### src/rtl/csmaca_pkg.sv
// ----------------------------------------------------------------------------
// csmaca_pkg
// Types and constants shared by the CSMA-CA ack retry controller files.
// ----------------------------------------------------------------------------
package csmaca_pkg;

   typedef enum logic [2:0] {
      ACT_SEND_REQUEST   = 3'd0,
      ACT_BACKOFF_EXPIRE = 3'd1,
      ACT_CCA_BUSY       = 3'd2,
      ACT_TX_READY       = 3'd3,
      ACT_TX_END         = 3'd4,
      ACT_FRAME_OK       = 3'd5,
      ACT_CRC_ERROR      = 3'd6,
      ACT_ACK_TIMEOUT    = 3'd7
   } action_type;

   typedef enum logic [2:0] {
      CMD_NONE     = 3'd0,
      CMD_BACKOFF  = 3'd1,
      CMD_CCA      = 3'd2,
      CMD_TX       = 3'd3,
      CMD_ACK_WAIT = 3'd4,
      CMD_FINISH   = 3'd5
   } command_type;

   typedef enum logic [1:0] {
      FS_SUCCESS = 2'd0,
      FS_BUSY    = 2'd1,
      FS_NO_ACK  = 2'd2
   } status_type;

   typedef enum logic [1:0] {
      ST_IDLE      = 2'd0,
      ST_SENT      = 2'd1,
      ST_SENT_ACK  = 2'd2,
      ST_AWAIT_ACK = 2'd3
   } send_state_type;

   typedef enum logic [2:0] {
      CSR_MIN_BE       = 3'd0,
      CSR_MAX_BE       = 3'd1,
      CSR_MAX_BACKOFFS = 3'd2,
      CSR_MAX_ACK_ATT  = 3'd3,
      CSR_UNIT_BACKOFF = 3'd4,
      CSR_SHORT_IFS    = 3'd5,
      CSR_LONG_IFS     = 3'd6,
      CSR_ACK_WAIT     = 3'd7
   } csr_index_type;

   typedef struct packed {
      action_type  action;
      logic        ack_requested;
      logic [7:0]  random_value;
      logic        radio_receiving;
      logic [31:0] elapsed_us;
      logic        ack_override;
      logic [6:0]  frame_length;
      logic        is_matching_ack;
   } req_item_type;

   typedef struct packed {
      command_type command;
      logic [19:0] delay_us;
      status_type  finish_status;
   } rsp_item_type;

   localparam logic [6:0]  SHORT_FRAME_MAX = 7'd18;

   localparam logic [3:0]  RST_MIN_BE       = 4'd3;
   localparam logic [3:0]  RST_MAX_BE       = 4'd5;
   localparam logic [3:0]  RST_MAX_BACKOFFS = 4'd3;
   localparam logic [3:0]  RST_MAX_ACK_ATT  = 4'd3;
   localparam logic [11:0] RST_UNIT_BACKOFF = 12'd320;
   localparam logic [15:0] RST_SHORT_IFS    = 16'd192;
   localparam logic [15:0] RST_LONG_IFS     = 16'd640;
   localparam logic [15:0] RST_ACK_WAIT     = 16'd864;

endpackage

### src/rtl/csmaca_if.sv
// ----------------------------------------------------------------------------
// csmaca channel interfaces
// Valid/ready channels for events, commands and register writes.
// ----------------------------------------------------------------------------
interface csmaca_req_if;
   import csmaca_pkg::*;
   logic        valid;
   logic        ready;
   action_type  action;
   logic        ack_requested;
   logic [7:0]  random_value;
   logic        radio_receiving;
   logic [31:0] elapsed_us;
   logic        ack_override;
   logic [6:0]  frame_length;
   logic        is_matching_ack;

   modport source (output valid, action, ack_requested, random_value, radio_receiving,
                   elapsed_us, ack_override, frame_length, is_matching_ack,
                   input ready);
   modport sink   (input valid, action, ack_requested, random_value, radio_receiving,
                   elapsed_us, ack_override, frame_length, is_matching_ack,
                   output ready);
endinterface

interface csmaca_rsp_if;
   import csmaca_pkg::*;
   logic        valid;
   logic        ready;
   command_type command;
   logic [19:0] delay_us;
   status_type  finish_status;

   modport source (output valid, command, delay_us, finish_status, input ready);
   modport sink   (input valid, command, delay_us, finish_status, output ready);
endinterface

interface csmaca_csr_if;
   import csmaca_pkg::*;
   logic          valid;
   logic          ready;
   csr_index_type index;
   logic [15:0]   data;

   modport source (output valid, index, data, input ready);
   modport sink   (input valid, index, data, output ready);
endinterface

### src/rtl/csma_ca_ack_retry_control.sv
// ----------------------------------------------------------------------------
// csma_ca_ack_retry_control
// Unslotted CSMA-CA transmit controller with acknowledgement retries.
// ----------------------------------------------------------------------------
// Usage:
//  req_chan carries radio and timer events; every event yields exactly one
//  command item on rsp_chan (arm backoff, start CCA, start transmit, arm ack
//  wait, finish, or none). csr_chan writes the eight setup registers; it is
//  always ready. The user must write it only while no event is in flight;
//  the block itself does not enforce this. The event register loads at
//  acceptance and the command register loads from it when rsp_chan can take
//  a command. One event per cycle is sustained while rsp_chan is ready; the backoff
//  delay multiply (9 x 12 bits) and the 32-bit spacing compare sit between them.
//  Reset (synchronous, active high) returns the send state to idle, clears
//  the backoff and ack counters, assumes long spacing and loads the default
//  register values.
//  When rsp_chan stalls, the command register holds; the event register still
//  takes one more event only if it is empty, after which req_chan.ready drops.
// ----------------------------------------------------------------------------
module csma_ca_ack_retry_control (
   input logic                 clock,
   input logic                 reset,
   csmaca_req_if.sink          req_chan,
   csmaca_rsp_if.source        rsp_chan,
   csmaca_csr_if.sink          csr_chan
);
   import csmaca_pkg::*;

   // setup registers
   logic [3:0]  min_be_ff, max_be_ff, max_backoffs_ff, max_ack_att_ff;
   logic [11:0] unit_backoff_ff;
   logic [15:0] short_ifs_ff, long_ifs_ff, ack_wait_ff;

   // control state
   send_state_type state_ff, state_in;
   logic [3:0]     be_ff, be_in, cnt_ff, cnt_in, att_ff, att_in;
   logic           ls_ff, ls_in;

   // pipeline
   logic           s1_valid_ff, rsp_valid_ff, advance;
   req_item_type   item_ff;
   rsp_item_type   rsp_ff, rsp_in;

   // backoff draw
   logic           do_draw, fresh;
   logic [3:0]     be_src, cnt_src;
   logic [7:0]     rnd_mask;
   logic [8:0]     slots;
   logic [20:0]    draw_delay;
   logic [15:0]    ifs_us;

   assign advance        = s1_valid_ff && (!rsp_valid_ff || rsp_chan.ready);
   assign req_chan.ready = !s1_valid_ff || advance;
   assign csr_chan.ready = 1'b1;

   assign rsp_chan.valid         = rsp_valid_ff;
   assign rsp_chan.command       = rsp_ff.command;
   assign rsp_chan.delay_us      = rsp_ff.delay_us;
   assign rsp_chan.finish_status = rsp_ff.finish_status;

   always_ff @(posedge clock) begin
      if (reset) begin
         min_be_ff       <= RST_MIN_BE;
         max_be_ff       <= RST_MAX_BE;
         max_backoffs_ff <= RST_MAX_BACKOFFS;
         max_ack_att_ff  <= RST_MAX_ACK_ATT;
         unit_backoff_ff <= RST_UNIT_BACKOFF;
         short_ifs_ff    <= RST_SHORT_IFS;
         long_ifs_ff     <= RST_LONG_IFS;
         ack_wait_ff     <= RST_ACK_WAIT;
      end else if (csr_chan.valid) begin
         case (csr_chan.index)
            CSR_MIN_BE:       min_be_ff       <= csr_chan.data[3:0];
            CSR_MAX_BE:       max_be_ff       <= csr_chan.data[3:0];
            CSR_MAX_BACKOFFS: max_backoffs_ff <= csr_chan.data[3:0];
            CSR_MAX_ACK_ATT:  max_ack_att_ff  <= csr_chan.data[3:0];
            CSR_UNIT_BACKOFF: unit_backoff_ff <= csr_chan.data[11:0];
            CSR_SHORT_IFS:    short_ifs_ff    <= csr_chan.data;
            CSR_LONG_IFS:     long_ifs_ff     <= csr_chan.data;
            CSR_ACK_WAIT:     ack_wait_ff     <= csr_chan.data;
            default: ;
         endcase
      end
   end

   always_ff @(posedge clock) begin
      if (reset) begin
         s1_valid_ff  <= 1'b0;
         rsp_valid_ff <= 1'b0;
         state_ff     <= ST_IDLE;
         be_ff        <= '0;
         cnt_ff       <= '0;
         att_ff       <= '0;
         ls_ff        <= 1'b1;
      end else begin
         if (req_chan.ready) begin
            s1_valid_ff <= req_chan.valid;
         end
         if (advance) begin
            rsp_valid_ff <= 1'b1;
            state_ff     <= state_in;
            be_ff        <= be_in;
            cnt_ff       <= cnt_in;
            att_ff       <= att_in;
            ls_ff        <= ls_in;
         end else if (rsp_chan.ready) begin
            rsp_valid_ff <= 1'b0;
         end
      end
   end

   always_ff @(posedge clock) begin
      if (req_chan.ready && req_chan.valid) begin
         item_ff.action          <= req_chan.action;
         item_ff.ack_requested   <= req_chan.ack_requested;
         item_ff.random_value    <= req_chan.random_value;
         item_ff.radio_receiving <= req_chan.radio_receiving;
         item_ff.elapsed_us      <= req_chan.elapsed_us;
         item_ff.ack_override    <= req_chan.ack_override;
         item_ff.frame_length    <= req_chan.frame_length;
         item_ff.is_matching_ack <= req_chan.is_matching_ack;
      end
      if (advance) begin
         rsp_ff <= rsp_in;
      end
   end

   // a new access attempt restarts exponent and count
   assign fresh      = (item_ff.action == ACT_SEND_REQUEST) ||
                       (item_ff.action == ACT_ACK_TIMEOUT);
   assign be_src     = fresh ? min_be_ff : be_ff;
   assign cnt_src    = fresh ? 4'd0 : cnt_ff;
   assign rnd_mask   = (be_src >= 4'd8) ? 8'hFF : ~(8'hFF << be_src[2:0]);
   assign slots      = {1'b0, item_ff.random_value & rnd_mask} + 9'd1;
   assign draw_delay = slots * unit_backoff_ff;
   assign ifs_us     = ls_ff ? long_ifs_ff : short_ifs_ff;

   always_comb begin
      state_in = state_ff;
      be_in    = be_ff;
      cnt_in   = cnt_ff;
      att_in   = att_ff;
      ls_in    = ls_ff;
      rsp_in   = '{command: CMD_NONE, delay_us: '0, finish_status: FS_SUCCESS};
      do_draw  = 1'b0;

      case (item_ff.action)
         ACT_SEND_REQUEST: begin
            if (state_ff == ST_IDLE) begin
               state_in = item_ff.ack_requested ? ST_SENT_ACK : ST_SENT;
               att_in   = 4'd1;
               be_in    = min_be_ff;
               cnt_in   = 4'd0;
               do_draw  = 1'b1;
            end
         end
         ACT_BACKOFF_EXPIRE: begin
            if (state_ff != ST_IDLE) begin
               if (item_ff.radio_receiving && item_ff.elapsed_us >= {16'd0, ifs_us}) begin
                  rsp_in.command = CMD_CCA;
               end else begin
                  do_draw = 1'b1;
               end
            end
         end
         ACT_CCA_BUSY: begin
            if (state_ff != ST_IDLE) begin
               do_draw = 1'b1;
            end
         end
         ACT_TX_READY: begin
            if (state_ff != ST_IDLE) begin
               if (item_ff.ack_override) begin
                  do_draw = 1'b1;
               end else begin
                  ls_in          = item_ff.frame_length > SHORT_FRAME_MAX;
                  rsp_in.command = CMD_TX;
               end
            end
         end
         ACT_TX_END: begin
            if (state_ff == ST_SENT_ACK) begin
               state_in        = ST_AWAIT_ACK;
               rsp_in.command  = CMD_ACK_WAIT;
               rsp_in.delay_us = {4'd0, ack_wait_ff};
            end else if (state_ff == ST_SENT) begin
               state_in       = ST_IDLE;
               rsp_in.command = CMD_FINISH;
            end
         end
         ACT_FRAME_OK: begin
            ls_in = item_ff.frame_length > SHORT_FRAME_MAX;
            if (state_ff == ST_AWAIT_ACK && item_ff.is_matching_ack) begin
               state_in       = ST_IDLE;
               rsp_in.command = CMD_FINISH;
            end
         end
         ACT_CRC_ERROR: begin
            ls_in = 1'b1;
         end
         ACT_ACK_TIMEOUT: begin
            if (state_ff == ST_AWAIT_ACK) begin
               if (att_ff < max_ack_att_ff) begin
                  state_in = ST_SENT_ACK;
                  att_in   = att_ff + 4'd1;
                  be_in    = min_be_ff;
                  cnt_in   = 4'd0;
                  do_draw  = 1'b1;
               end else begin
                  state_in             = ST_IDLE;
                  rsp_in.command       = CMD_FINISH;
                  rsp_in.finish_status = FS_NO_ACK;
               end
            end
         end
         default: ;
      endcase

      if (do_draw) begin
         if (cnt_src >= max_backoffs_ff) begin
            state_in             = ST_IDLE;
            rsp_in.command       = CMD_FINISH;
            rsp_in.finish_status = FS_BUSY;
         end else begin
            rsp_in.command  = CMD_BACKOFF;
            rsp_in.delay_us = draw_delay[19:0];
            be_in  = ({1'b0, be_src} + 5'd1 < {1'b0, max_be_ff}) ? be_src + 4'd1 : max_be_ff;
            cnt_in = cnt_src + 4'd1;
         end
      end
   end

   // finishing always leaves the controller idle
   a_finish_idle: assert property (@(posedge clock) disable iff (reset)
      advance && rsp_in.command == CMD_FINISH |=> state_ff == ST_IDLE)
      else $error("finish did not return to idle");

   // a send in progress has counted at least one transmission
   a_attempts: assert property (@(posedge clock) disable iff (reset)
      state_ff != ST_IDLE |-> att_ff != 4'd0)
      else $error("active send with zero ack attempts");

   // delay only accompanies timer commands
   a_delay: assert property (@(posedge clock) disable iff (reset)
      rsp_valid_ff && rsp_ff.command != CMD_BACKOFF && rsp_ff.command != CMD_ACK_WAIT
      |-> rsp_ff.delay_us == 20'd0)
      else $error("delay on non-timer command");

   // status only accompanies finish
   a_status: assert property (@(posedge clock) disable iff (reset)
      rsp_valid_ff && rsp_ff.command != CMD_FINISH |-> rsp_ff.finish_status == FS_SUCCESS)
      else $error("status on non-finish command");

endmodule
### src/flat_wrapper.sv
// flat-port wrapper written by rule: the top's interface ports become plain ports
module csma_ca_ack_retry_control_flat import csmaca_pkg::*;
  (clock, reset, req_chan_valid, req_chan_action, req_chan_ack_requested, req_chan_random_value, req_chan_radio_receiving, req_chan_elapsed_us, req_chan_ack_override, req_chan_frame_length, req_chan_is_matching_ack, req_chan_ready, rsp_chan_valid, rsp_chan_command, rsp_chan_delay_us, rsp_chan_finish_status, rsp_chan_ready, csr_chan_valid, csr_chan_index, csr_chan_data, csr_chan_ready);
  csmaca_req_if req_chan_i ();
  csmaca_rsp_if rsp_chan_i ();
  csmaca_csr_if csr_chan_i ();
  input logic clock;
  input logic reset;
  input wire logic [$bits(req_chan_i.valid)-1:0] req_chan_valid;
  input wire logic [$bits(req_chan_i.action)-1:0] req_chan_action;
  input wire logic [$bits(req_chan_i.ack_requested)-1:0] req_chan_ack_requested;
  input wire logic [$bits(req_chan_i.random_value)-1:0] req_chan_random_value;
  input wire logic [$bits(req_chan_i.radio_receiving)-1:0] req_chan_radio_receiving;
  input wire logic [$bits(req_chan_i.elapsed_us)-1:0] req_chan_elapsed_us;
  input wire logic [$bits(req_chan_i.ack_override)-1:0] req_chan_ack_override;
  input wire logic [$bits(req_chan_i.frame_length)-1:0] req_chan_frame_length;
  input wire logic [$bits(req_chan_i.is_matching_ack)-1:0] req_chan_is_matching_ack;
  output wire logic [$bits(req_chan_i.ready)-1:0] req_chan_ready;
  output wire logic [$bits(rsp_chan_i.valid)-1:0] rsp_chan_valid;
  output wire logic [$bits(rsp_chan_i.command)-1:0] rsp_chan_command;
  output wire logic [$bits(rsp_chan_i.delay_us)-1:0] rsp_chan_delay_us;
  output wire logic [$bits(rsp_chan_i.finish_status)-1:0] rsp_chan_finish_status;
  input wire logic [$bits(rsp_chan_i.ready)-1:0] rsp_chan_ready;
  input wire logic [$bits(csr_chan_i.valid)-1:0] csr_chan_valid;
  input wire logic [$bits(csr_chan_i.index)-1:0] csr_chan_index;
  input wire logic [$bits(csr_chan_i.data)-1:0] csr_chan_data;
  output wire logic [$bits(csr_chan_i.ready)-1:0] csr_chan_ready;
  assign req_chan_i.valid = req_chan_valid;
  assign req_chan_i.action = req_chan_action;
  assign req_chan_i.ack_requested = req_chan_ack_requested;
  assign req_chan_i.random_value = req_chan_random_value;
  assign req_chan_i.radio_receiving = req_chan_radio_receiving;
  assign req_chan_i.elapsed_us = req_chan_elapsed_us;
  assign req_chan_i.ack_override = req_chan_ack_override;
  assign req_chan_i.frame_length = req_chan_frame_length;
  assign req_chan_i.is_matching_ack = req_chan_is_matching_ack;
  assign req_chan_ready = req_chan_i.ready;
  assign rsp_chan_valid = rsp_chan_i.valid;
  assign rsp_chan_command = rsp_chan_i.command;
  assign rsp_chan_delay_us = rsp_chan_i.delay_us;
  assign rsp_chan_finish_status = rsp_chan_i.finish_status;
  assign rsp_chan_i.ready = rsp_chan_ready;
  assign csr_chan_i.valid = csr_chan_valid;
  assign csr_chan_i.index = csr_chan_index;
  assign csr_chan_i.data = csr_chan_data;
  assign csr_chan_ready = csr_chan_i.ready;
  csma_ca_ack_retry_control u_core (.clock(clock), .reset(reset), .req_chan(req_chan_i), .rsp_chan(rsp_chan_i), .csr_chan(csr_chan_i));
endmodule
### config.mk
export PLATFORM = sky130hd
export DESIGN_NAME = csma_ca_ack_retry_control_flat
export DESIGN_NICKNAME = d
export VERILOG_FILES = /design/src/rtl/csmaca_pkg.sv /design/src/rtl/csmaca_if.sv /design/src/rtl/csma_ca_ack_retry_control.sv /design/src/flat_wrapper.sv
export SDC_FILE = /design/constraint.sdc
export NUM_CORES = 1
export LEC_CHECK = 0
export BUFFER_PORTS_ARGS = -buffer_cell sky130_fd_sc_hd__buf_2
export CAP_MARGIN = 20
export CORE_MARGIN = 5
export CORE_UTILIZATION = 30
export CTS_BUF_LIST = sky130_fd_sc_hd__clkbuf_4 sky130_fd_sc_hd__clkbuf_8
export DETAILED_ROUTE_END_ITERATION = 10
export HOLD_SLACK_MARGIN = 0.06
export PLACE_DENSITY = 0.58
export SLEW_MARGIN = 30
export SYNTH_ARGS = -nofsm -noshare
export SYNTH_HDL_FRONTEND = slang
export SYNTH_SLANG_ARGS = --single-unit
### constraint.sdc
create_clock -name clock -period 6.7 [get_ports clock]
set_input_delay 0.335 -clock clock [delete_from_list [all_inputs] [get_ports clock]]
set_output_delay 0.335 -clock clock [all_outputs]
set_load 0.02 [all_outputs]
==> run summary, run 1 <==
The critical path in this run is classified as reg2reg. The effective utilization at floorplan is between 30% and 40%. The total power consumption of the routed design came out at roughly 2.3 mW. The startpoint type of the worst setup path is a flip-flop. The number of nets at the end of the flow is between 1500 and 2000.

Once detail routing completed, the nets flagged for antenna violations numbered 0. Clock-pin slew was measured on the worst setup and hold paths at 110 ps. The net count of the mapped netlist came out at about 1400. The first-pass GRT wire length is roughly 48000 um. The number of antenna repair diodes is 0. In the final layout, the share of cells above drive strength 1 is between 15 and 20%. The CTS tree is done. After global routing the overflow that remains totals 0. The endpoint arrival time on the critical path is approximately 6700 ps. The post-route clock skew is approximately 27 ps. The detailed-placement wirelength estimate came out at 21700 um. After floorplanning, the core was sized to cover approximately 37000 sq um. The site row count came out at 70. The area share of the leading cell type in the synthesized netlist is 21.3%. The maximum root-to-sink buffer count came out at 2. The final-report setup violation count is 0. The number of vias in the routed layout came out at between 8000 and 9000.

STA puts the critical path data required time at slightly below 7000 ps. The floorplan die area came out at around 40000 sq um. Summing all placed instances gives a cell area of 12200 sq um. In this run, the number of DRC markers left after iteration 0 of detailed routing was about 630.

The class of the tightest hold or removal check is in2reg. At the later pin of the worst-skew pair, clock insertion delay measures roughly 480 ps. Yosys mapped a number of flops with a built-in enable equal to 79. The number of antenna violations at the first check in global routing came out at 0.

The via count of the first global-routing pass came out at just over 9000. Yosys attributes the largest share of cell area to edfxtp_1, dfxtp_1, fa_1, ha_1, nand2_1. The detailed-route wire length per cell came out at between 15 and 20 um.

The run finished with clean final reports. The clock root buffer master is clkbuf_8. The total power per unit cell area is ~180 nW/um^2. Each instance of the synthesized netlist takes up on average between 9 and 10 sq um.

After detailed routing, the number of remaining DRC violations is 0. The fraction of registers with async set/reset came out at 0%. VDD sags by at most around 0.11 mV. The number of buffers added on ports came out at between 100 and 150. In this run the tightest slew margin relative to its limit is 35.5%. The share of the yosys chip area belonging to registers came out at a little under two fifths. The overall routed net length came out at 29300 um. The final critical path time including I/O delays and setup is around 6500 ps. The final design utilization is about 36%. The worst hold margin is between 100 and 150 ps.

The number of different library cells in the post-synthesis netlist is 73. The maximum level of the CTS H-tree is 4. The analysis attributes to cell leakage a power of 5.69 nW. The width of the die came out at 203 um. The number of violations of the max-capacitance limit is 0. The cell area that synthesis handed to floorplanning was around 11000 sq um. The boundary pin count is 106. The pre-CTS worst setup slack came out at -21.0 ps. The number of cells produced by synthesis is about 1200.

The floorplan die height is 203 um. Of all cell types, the one taking the most synthesized area is edfxtp_1. The maximum clock frequency is about 150 MHz. The maximum number of pins on one net before global-route repair is around 70.

The number of endpoints with negative hold slack in the final report came out at 0. The detailed-routing iteration count for the pre-antenna-repair pass came out at 5. The post-layout instance area came out at approximately 13000 sq um. Compared with the post-synthesis result, the final layout area differs by 18.9%. After routing, the total negative slack on setup checks comes to 0 ps. The count of clock tree sinks came out at about 170. The post-detailed-route via-to-cell ratio is just under 5. The final cell count without fillers is 1803. In the global route stage, overall resource usage came out at between 10 and 15%. The count of placed standard cells including taps came out at 1707.

The number of slew-limit violations in the final report was 0. The final critical path takes up 96.4% of the cycle. The clock buffer count from CTS came out at 17. The global placement routability congestion is between 0.8 and 0.9. The most instantiated flip-flop cell in the synthesis netlist is dfxtp_1. For the pin with the worst max-slew slack, the measured transition is just under 1000 ps.

Of all nets on the critical path, the largest fanout is 8. Setup slack closes at ~240 ps. The worst setup path is captured at a flip-flop. The flip-flop and latch count after synthesis is ~170.

During synthesis, Yosys emitted a total of 0 warnings.
==> synthesized netlist by cell type (19+ instances only) <==
cell type and number:
edfxtp_1 79, nor2_1 45, fa_1 70, dfxtp_1 93, nand2b_1 19, mux2i_1 35
inv_1 124, a21oi_1 83, ha_1 74, clkbuf_1 46, nor2b_1 22, nand3_1 22
nand2_1 209, and2_1 41, o21ai_0 35
==> worst max-delay path, stage by stage (launching register included) <==
cell      delay, ps
edfxtp_1        450
buf_4           170
nor3_4          210
nor2_4           70
mux2_2          270
o21a_1          120
ha_1            200
nand3_2         140
or4_1           550
nor2_4          140
buf_4           170
and2_1          160
fa_1            430
fa_1            540
fa_1            550
inv_1            50
fa_1            520
inv_1            40
ha_1            330
o21ai_0         260
a211oi_1        140
o311a_1         400
o311a_1         290
==> cells in the final DEF (no fill, tap or decap), drive strengths merged, types with 8 or more instances in the layout <==
cell / count
nand2: 209
buf: 135
inv: 131
dfxtp: 93
a21oi: 86
edfxtp: 79
ha: 74
fa: 70
dlygate4sd3: 55
nor2: 46
and2: 41
o21ai: 39
mux2i: 35
nor2b: 22
nand3: 22
nand2b: 19
clkbuf: 17
nor3: 14
xor2: 12
xnor2: 11
nand4: 8
o211ai: 8
==> path summary, 6_finish.rpt <==
check,startpoint,cells past startpoint,slack (ps),to
setup / recovery,u_core.item_ff[52]$_DFFE_PP_,22,240,u_core.rsp_chan.delay_us[18]$_SDFFCE_PP0P_
hold / removal,csr_chan_data[12],3,150,u_core.short_ifs_ff[12]$_SDFFE_PP0P_
setup reg to reg,u_core.item_ff[52]$_DFFE_PP_,22,240,u_core.rsp_chan.delay_us[18]$_SDFFCE_PP0P_
hold reg to reg,u_core.short_ifs_ff[2]$_SDFFE_PP0P_,2,460,u_core.short_ifs_ff[2]$_SDFFE_PP0P_
==> flip-flops by register name (all words and copies together), names as in the netlist <==
name                           flops
u_core.ls_ff                       1
u_core.att_ff                      4
u_core.be_ff                       4
u_core.state_ff                    2
u_core.item_ff                    54
u_core.rsp_chan.valid              1
u_core.cnt_ff                      4
u_core.unit_backoff_ff            12
u_core.min_be_ff                   4
u_core.max_backoffs_ff             4
u_core.s1_valid_ff                 1
u_core.short_ifs_ff               16
u_core.ack_wait_ff                16
u_core.max_ack_att_ff              4
u_core.max_be_ff                   4
u_core.long_ifs_ff                16
u_core.rsp_chan.delay_us          20
u_core.rsp_chan.command            3
u_core.rsp_chan.finish_status      2
==> cell type report <==
| class | instances | area, sq um |
|---|---|---|
| Timing Repair Buffer | 190 | 1320 |
| Clock inverter | 15 | 171 |
| Fill cell | 3695 | 23400 |
| Inverter | 124 | 465 |
| Sequential cell | 172 | 4230 |
| Multi-Input combinational cell | 817 | 6260 |
| Clock buffer | 17 | 234 |
| Tap cell | 468 | 586 |
==> cell families after synthesis <==
family                     share of synthesized area, %
and+or+nand+nor                                    17.5
AOI/OAI and AO/OA                                  11.6
buffers and inverters                              6.71
DFF                                                37.9
adders and majority gates                          20.8
muxes                                              3.58
xor gates and xnor gates                           1.80
other                                            0.0336
==> routing by layer <==
metal	GRT usage (%)	vias up	part of all wire, %
met5	0	-	0
met4	3.93	0	1.7
met3	2.35	33	4.4
met2	23.6	222	47
met1	19.8	4217	47
li1	-	4230	-
==> power breakdown <==
part / total, mW / leakage (nW) / switching (mW) / internal, mW
Sequential: 1.17 / 1.52 / 0.0262 / 1.14
Clock: 0.745 / 0.196 / 0.463 / 0.282
Combinational: 0.428 / 3.97 / 0.252 / 0.175
Total: 2.34 / 5.69 / 0.741 / 1.60
==> repair_timing <==
action	4_1_cts	5_1_grt
endpoints found under the setup margin	4	10
pin swaps	0	2
hold buffers	55	0
buffers inserted	0	9
hold endpoints to repair	55	0
gates resized for setup	1	19
(Power assumes the default switching activity.)
==> run 2: changes to the inputs <==
--- a/config.mk
+++ b/config.mk
@@ -13,7 +13,7 @@
 export DETAILED_ROUTE_END_ITERATION = 10
 export HOLD_SLACK_MARGIN = 0.06
 export PLACE_DENSITY = 0.58
-export SLEW_MARGIN = 30
+export RECOVER_POWER = 50
 export SYNTH_ARGS = -nofsm -noshare
 export SYNTH_HDL_FRONTEND = slang
 export SYNTH_SLANG_ARGS = --single-unit
==> run 2 against run 1 <==
  * Sequential power about the same
  * Final area decreased by 0.12%
  * Global-route usage about the same
  * Maximum frequency about the same
  * Critical endpoint is now u_core.rsp_chan.delay_us[13]$_DFFE_PP_
  * First-iteration DRC count decreased by 2.1%
  * Wire length about the same
==> run summary, run 2 (synthesis gave the netlist of run 1 again) <==
Setup slack on the critical path of the routed design comes to 246 ps. The total placed instance area came out at 12200 sq um. Wire segments on met2 add up to 13700 um in the final route. The maximum root-to-sink buffer count came out at 2. The post-route clock period utilization is between 90% and 100%. The reported leakage power came out at 5.60 nW. Once the floorplan was initialized, standard cells occupied a little under a third of the core. Data on the critical path is required at its endpoint by a little under 7000 ps.

The H-tree was split into 4 levels. The floorplan die height came out at 203 um. The startpoint type of the worst setup path is a flip-flop. The count of clock tree sinks came out at ~170. The sum of negative setup slack came out at 0 ps. between 100 and 150 I/O pins were placed. The number of violations of the max-capacitance limit came out at 0. The total power per unit cell area came out at around 180 nW/um^2. In the layout the commonest cells are nand2_1, inv_1, dfxtp_1. The clock buffer count from CTS came out at 17. In this run, the number of DRC markers left after iteration 0 of detailed routing was around 620. Following the worst setup path forward leads to its endpoint at u_core.rsp_chan.delay_us[13]$_DFFE_PP_. The register with the most flip-flops in the final layout is u_core.item_ff. The site row count came out at 70. Clock-pin slew was measured on the worst setup and hold paths at 110 ps.

The number of slew-limit violations in the final report came out at 0. Leaving out fill and tap cells, the most frequent cell in the layout is nand2_1. The area taken by flip-flops and latches came out at about 4200 sq um.

The flip-flop count of the largest register after layout came out at 54. After legalization and detailed placement, the total HPWL measured 21700 um. The number of endpoints with negative hold slack in the final report is 0. The final critical path time including I/O delays and setup is 6450 ps. In this run the top signal layer used is met4. For this block, wires on met1 add up to between 10000 and 15000 um. The run finished with clean final reports.

The via count of the first global-routing pass came out at just over 9000. The number of vias in the routed layout came out at between 8000 and 9000. The worst hold path belongs to the class in2reg. The placeable core area is 36700 sq um. The floorplan die area came out at between 40000 and 50000 sq um. The detailed-routing iteration count for the pre-antenna-repair pass is 7. The peak ir drop on the vdd network is about 0.15 mV. The count of cells along the worst register-to-register path came out at 24. The number of antenna violations at the first check in global routing was 0. The global placement routability congestion came out at 0.845. TritonCTS built the clock tree. The transition time of the tightest slew-check pin came out at 1070 ps. The worst setup path is of the reg2reg kind. The overall routed net length came out at roughly 30000 um.

The biggest fanout along the worst timing path came out at 6. The headroom to the max-slew limit came out at 28.9%. The length of routed met3 wiring is roughly 1300 um.

Across every metal layer, demand over resource in global routing totals roughly 14%. The endpoint of the worst-slack reg-to-reg timing path is u_core.rsp_chan.delay_us[13]$_DFFE_PP_. The total power consumption of the routed design came out at around 2.4 mW. The maximum clock frequency came out at 155 MHz. The detail route stage leaves a number of antenna-violating nets equal to 0. At the worst endpoint, the arrival time is between 6000 and 7000 ps. The share of final-layout standard cells stronger than drive strength 1 came out at about 13%. Fill cells in the final layout number around 3700. The number of nets at the end of the flow is between 1500 and 2000. The startpoint identified for the worst register-to-register timing path is u_core.item_ff[53]$_DFFE_PP_. Across all register-to-register paths, the minimum setup slack is 250 ps.

The start point of the critical path is u_core.item_ff[53]$_DFFE_PP_. The clock latency reported for the late side of the worst-skew pair came out at around 480 ps. The worst setup path is captured at a flip-flop. After detailed routing, the average wire length per cell comes to between 15 and 20 um. The post-route clock skew came out at around 23 ps. After detailed routing, the number of vias per cell comes to slightly below 5. The post-layout instance area came out at between 10000 and 15000 sq um. The clock root buffer master is clkbuf_8.

The number of buffers added on ports came out at between 100 and 150. The layout overhead on the synthesized area came out at 18.7%. The overall overflow remaining after global route came out at 0. The total area of multi-input combinational cells came out at between 6000 and 7000 sq um.

The repair_antennas step left the layout with diodes totalling 0. The maximum number of pins on one net before global-route repair came out at around 70. The first-pass GRT wire length is about 48000 um.

At the placement stage, the worst setup path has a slack of -62.1 ps. The final-report setup violation count is 0. The width of the die is between 200 and 250 um. After detailed routing, the number of remaining DRC violations is 0.
## run 2: power breakdown
group | internal (mW) | switching (mW)
clock network | 0.315 | 0.450
logic | 0.173 | 0.254
registers | 1.14 | 0.0266
total | 1.63 | 0.730
## run 2: layer usage
metal  GRT usage, %  vias up
li1               -     4237
met3           2.35       38
met4           3.98        0
met1           19.7     4271
met2           23.7      244
met5              0        -
## run 2: layout make-up
cell class,instances,share of cell area (%)
inverters,124,3.51
clock inverters,15,1.30
flip-flops and latches,172,31.9
multi-input cells,817,47.4
well taps,468,4.42
repair buffers,190,9.64
clock buffers,17,1.77
## run 2: worst max-delay path: stages (launching register included)
cell	delay, ps
edfxtp_1	510
or3_4	480
a211oi_4	240
a21oi_1	80
o21a_1	200
ha_1	230
nand3_2	130
nor4_2	60
xor2_1	170
buf_4	160
nand2b_1	160
fa_1	520
fa_1	540
inv_1	70
fa_1	530
inv_1	60
fa_1	520
inv_1	40
ha_1	220
a2111oi_2	350
o211ai_1	230
a31o_2	290
a21oi_2	150
xor2_1	140
o21ai_0	90
## run 2: worst min path at each step
stage                                         startpoint                                   end  depth (start not counted)
floorplan             u_core.long_ifs_ff[0]$_SDFFE_PP0P_    u_core.long_ifs_ff[0]$_SDFFE_PP0P_                          2
global placement    u_core.short_ifs_ff[10]$_SDFFE_PP0P_  u_core.short_ifs_ff[10]$_SDFFE_PP0P_                          2
detailed placement  u_core.short_ifs_ff[10]$_SDFFE_PP0P_  u_core.short_ifs_ff[10]$_SDFFE_PP0P_                          2
CTS                                     csr_chan_data[7]    u_core.ack_wait_ff[7]$_SDFFE_PP0P_                          3
global route                            csr_chan_data[7]    u_core.ack_wait_ff[7]$_SDFFE_PP0P_                          3
finish                                 csr_chan_data[12]  u_core.short_ifs_ff[12]$_SDFFE_PP0P_                          3
## run 2: through the flow
stage	utilization (%)	hold slack, ps	instances
after floorplan	-	433	1175
after global placement	33.1	441	1707
after detailed placement	33.2	447	1709
after CTS	35.8	121	1796
after global routing	36.1	132	1803
final	36.1	152	1803
## run 2: timing repair
action / in CTS / in global routing
hold buffers: 55 / 0
pin swaps: 1 / 9
endpoints found under the hold margin: 55 / 0
cloned: 0 / 0
buffers inserted: 0 / 7
resized for setup: 2 / 24
setup endpoints to repair: 4 / 10
==> run 3: changes to the inputs <==
--- a/config.mk
+++ b/config.mk
@@ -5,6 +5,7 @@
 export SDC_FILE = /design/constraint.sdc
 export NUM_CORES = 1
 export LEC_CHECK = 0
+export ABC_AREA = 1
 export BUFFER_PORTS_ARGS = -buffer_cell sky130_fd_sc_hd__buf_2
 export CAP_MARGIN = 20
 export CORE_MARGIN = 5
==> run 3 against run 2 <==
  * The flow now finishes with violations (capacitance limit, slew limit)
  * Highest routed layer unchanged
  * Non-clock buffer count down 3
  * Maximum frequency increased by 1.0%
  * Core utilization is 0.85 points higher
  * Global-route usage rose by 0.35 points
  * Clock-buffer cell count rose by 1
  * Worst hold slack lost 11 ps
  * Cell count increased by 11%
==> run summary, run 3 <==
The routed layout has 9271 vias. The total internal power is approximately 1.7 mW. The area share of the leading cell type in the synthesized netlist is about a fifth.

The pre-CTS worst setup slack came out at -6.10 ps. The endpoint arrival time on the critical path came out at 6620 ps. Ranked by instance count, the synthesized netlist is headed by nand2_1, inv_1, nor2_1, o21ai_0, dfxtp_1. The number of buffers added on ports is roughly 100. The initialized floorplan defines 70 standard-cell rows. The number of nets at the end of the flow is approximately 1700.

The data required time of the critical path came out at around 6900 ps. The maximum clock frequency is roughly 160 MHz. The slowest stage of the critical path belongs to the cell fa_1.

The headroom to the max-slew limit is -95.4%. The floorplan die area came out at between 40000 and 50000 sq um. The overall routed net length came out at about 30000 um. The first-pass GRT wire length is 48600 um. The global-route usage over all layers came out at between 10% and 20%. In this run, distinct cell masters in the synthesized netlist total just under 50. The critical path is of the reg2reg type.

After synthesis, the cell types taking the most area are edfxtp_1, dfxtp_1, fa_1, nand2_1, ha_1. The detailed-placement wirelength estimate is 22900 um. The fraction of registers with async set/reset is 0%.

The biggest fanout along the worst timing path is 8. The clock latency reported for the late side of the worst-skew pair is 490 ps. The boundary pin count came out at approximately 110. Summing all non-filler instances in the final layout gives an area of around 14000 sq um. The maximum level of the CTS H-tree came out at 4. The tree built by TritonCTS fans out to 172 sinks. The clock power share is about a third. In this design, the stage delay of the slowest critical-path cell is 520 ps. The share of final-layout standard cells stronger than drive strength 1 came out at 13.4%.

The number of nets in the synthesized netlist is approximately 1600. The final design utilization came out at a little under two fifths. The maximum number of pins on one net before global-route repair is 55. The switching power total came out at around 0.74 mW. The remaining number of nets flagged by the antenna check after routing is 0. The overall overflow remaining after global route is 0.

The number of slew-limit violations in the final report is 55. The library cells used most frequently in the layout, excluding fill and tap cells, are nand2_1, inv_1, nor2_1. The clock-pin slew on the worst setup and hold paths is ~110 ps. The count of yosys warnings during synthesis is 0. In this run the horizontal extent of the chip is 203 um. The layout overhead on the synthesized area is 21.1%. The power share of the combinational group is about 18%. The final reports fail on capacitance limit, slew limit. The proportion of total power due to net switching is slightly above 30%. Max-cap violations in this run came to 1. The run finished, with violations left. The worst hold margin is approximately 140 ps. For this run, the leading register cell type out of synthesis is dfxtp_1. The floorplan die height came out at slightly above 200 um. The total power per unit cell area came out at ~180 nW/um^2.

The reported leakage power came out at slightly above 6 nW. The post-route clock skew is roughly 24 ps. The flip-flop count of the largest register after layout came out at 54. More flip-flops sit in one register than any other, and that register is u_core.item_ff. The maximum root-to-sink buffer count is 2.

The post-synth design cell area is ~11000 sq um. In this run the clock root is driven by a clkbuf_8. The most used standard cell by instance count after synthesis is nand2_1. The effective utilization at floorplan is roughly 31%.

The count of flip-flops with a built-in enable after synthesis is between 70 and 80. The final critical path time including I/O delays and setup is between 6000 and 7000 ps. The share of the yosys chip area belonging to registers is 37.8%. The final routed DRC violation total is 0. Routability-driven placement finished with a final weighted congestion of between 0.8 and 0.9. In this run, CTS created clock tree buffers numbering 17.

After synthesis the netlist holds a flip-flop and latch count of between 150 and 200. The sequential share of power came out at 48.9%. The total area inside the core boundary comes to approximately 37000 sq um. The total power consumption of the routed design is ~2.4 mW. The peak ir drop on the vdd network is roughly 0.16 mV. STA classifies the critical path startpoint as a flip-flop. At the pin with the least slew margin, the transition time is ~2900 ps. The post-detailed-route via-to-cell ratio came out at roughly 4.6. The CTS tree is done. The number of fill cells in the layout came out at between 3000 and 4000. The final critical path takes up a little over nine tenths of the cycle.

After detailed routing, the average wire length per cell comes to 15.3 um. The leading cell type in the layout, fill and taps excluded is nand2_1. The via count of the first global-routing pass is around 9200. The final-report setup violation count is 0. The number of antenna repair diodes came out at 0. The total placed instance area is between 10000 and 15000 sq um. Summed over all instances, the cell type with the most area after synthesis is edfxtp_1. The number of antenna violations at the first check in global routing came out at 2. Synthesis produced between 1000 and 1500 cells. The detailed-routing iteration count for the pre-antenna-repair pass came out at 6.

Each instance of the synthesized netlist takes up on average 8.37 sq um. The final worst setup slack is 312 ps. The worst hold path belongs to the class in2reg. The category of the worst setup path capture point is a flip-flop. The iteration-0 DRC count of the detailed router is roughly 630. The number of endpoints with negative hold slack in the final report came to 0.
[run 3: metal layers]
layer	vias up	global-route usage, %	wire length, um
met1	4382	20.0	14200
met4	0	4.07	602
met2	237	24.0	14000
met3	38	3.01	1690
met5	-	0	0
li1	4614	-	-
[run 3: path summary, 6_finish.rpt]
kind	startpoint	endpoint	slack [ps]	depth (start not counted)
worst max-delay path	u_core.item_ff[51]$_DFFE_PP_	u_core.rsp_chan.delay_us[19]$_SDFFCE_PP0P_	310	32
worst min-delay path	req_chan_valid	u_core.s1_valid_ff$_SDFFE_PP0N_	140	3
worst max register to register	u_core.item_ff[51]$_DFFE_PP_	u_core.rsp_chan.delay_us[19]$_SDFFCE_PP0P_	310	32
worst min register to register	u_core.short_ifs_ff[0]$_SDFFE_PP0P_	u_core.short_ifs_ff[0]$_SDFFE_PP0P_	460	2
[run 3: repair_timing]
item / CTS / global route
gates cloned: 0 / 1
endpoints found under the hold margin: 54 / 0
setup endpoints to repair: 1 / 11
pin swaps: 0 / 28
hold buffers: 54 / 0
setup buffers: 0 / 17
gates resized for setup: 1 / 48
[run 3: layout make-up]
cell class	instances	area [sq um]	area share (%)
inverter	231	873	6.44
clock inverter	14	176	1.30
tap	468	586	4.32
clock buffer	18	241	1.78
timing repair buffer	187	1230	9.06
multi-input combinational	904	6230	45.9
sequential	172	4230	31.2
[run 3: power groups by stage]
stage / registers, mW / clock network [mW] / logic, mW
floorplan: 1.20 / 0 / 0.246
global placement: 1.20 / 0 / 0.372
detailed placement: 1.20 / 0 / 0.377
CTS: 1.17 / 0.819 / 0.403
global route: 1.18 / 0.862 / 0.490
finish: 1.18 / 0.798 / 0.432
[run 3: cells by family after synthesis]
logic type | share of synthesized area, %
flops | 37.8
compound gates | 9.83
simple gates | 20.0
mux | 1.34
other cells | 0.0335
fa+ha+maj | 20.8
buf+inv | 8.96
xor+xnor | 1.24
[run 3: stage by stage]
stage | TNS (ps) | instances
after detailed placement | -6.10 | 1889
after CTS | 0 | 1975
after floorplan | 0 | 1338
after global routing | -66.7 | 1994
after global placement | 0 | 1889
final | 0 | 1994
[run 3: worst max-delay path, delay by kind of cell, from the launching register on]
family,cells,cell delay (ps)
AOI/OAI and AO/OA,3,520
adders and majority gates,6,2540
buffers and inverters,3,400
DFF,1,500
and+or+nand+nor,20,2160
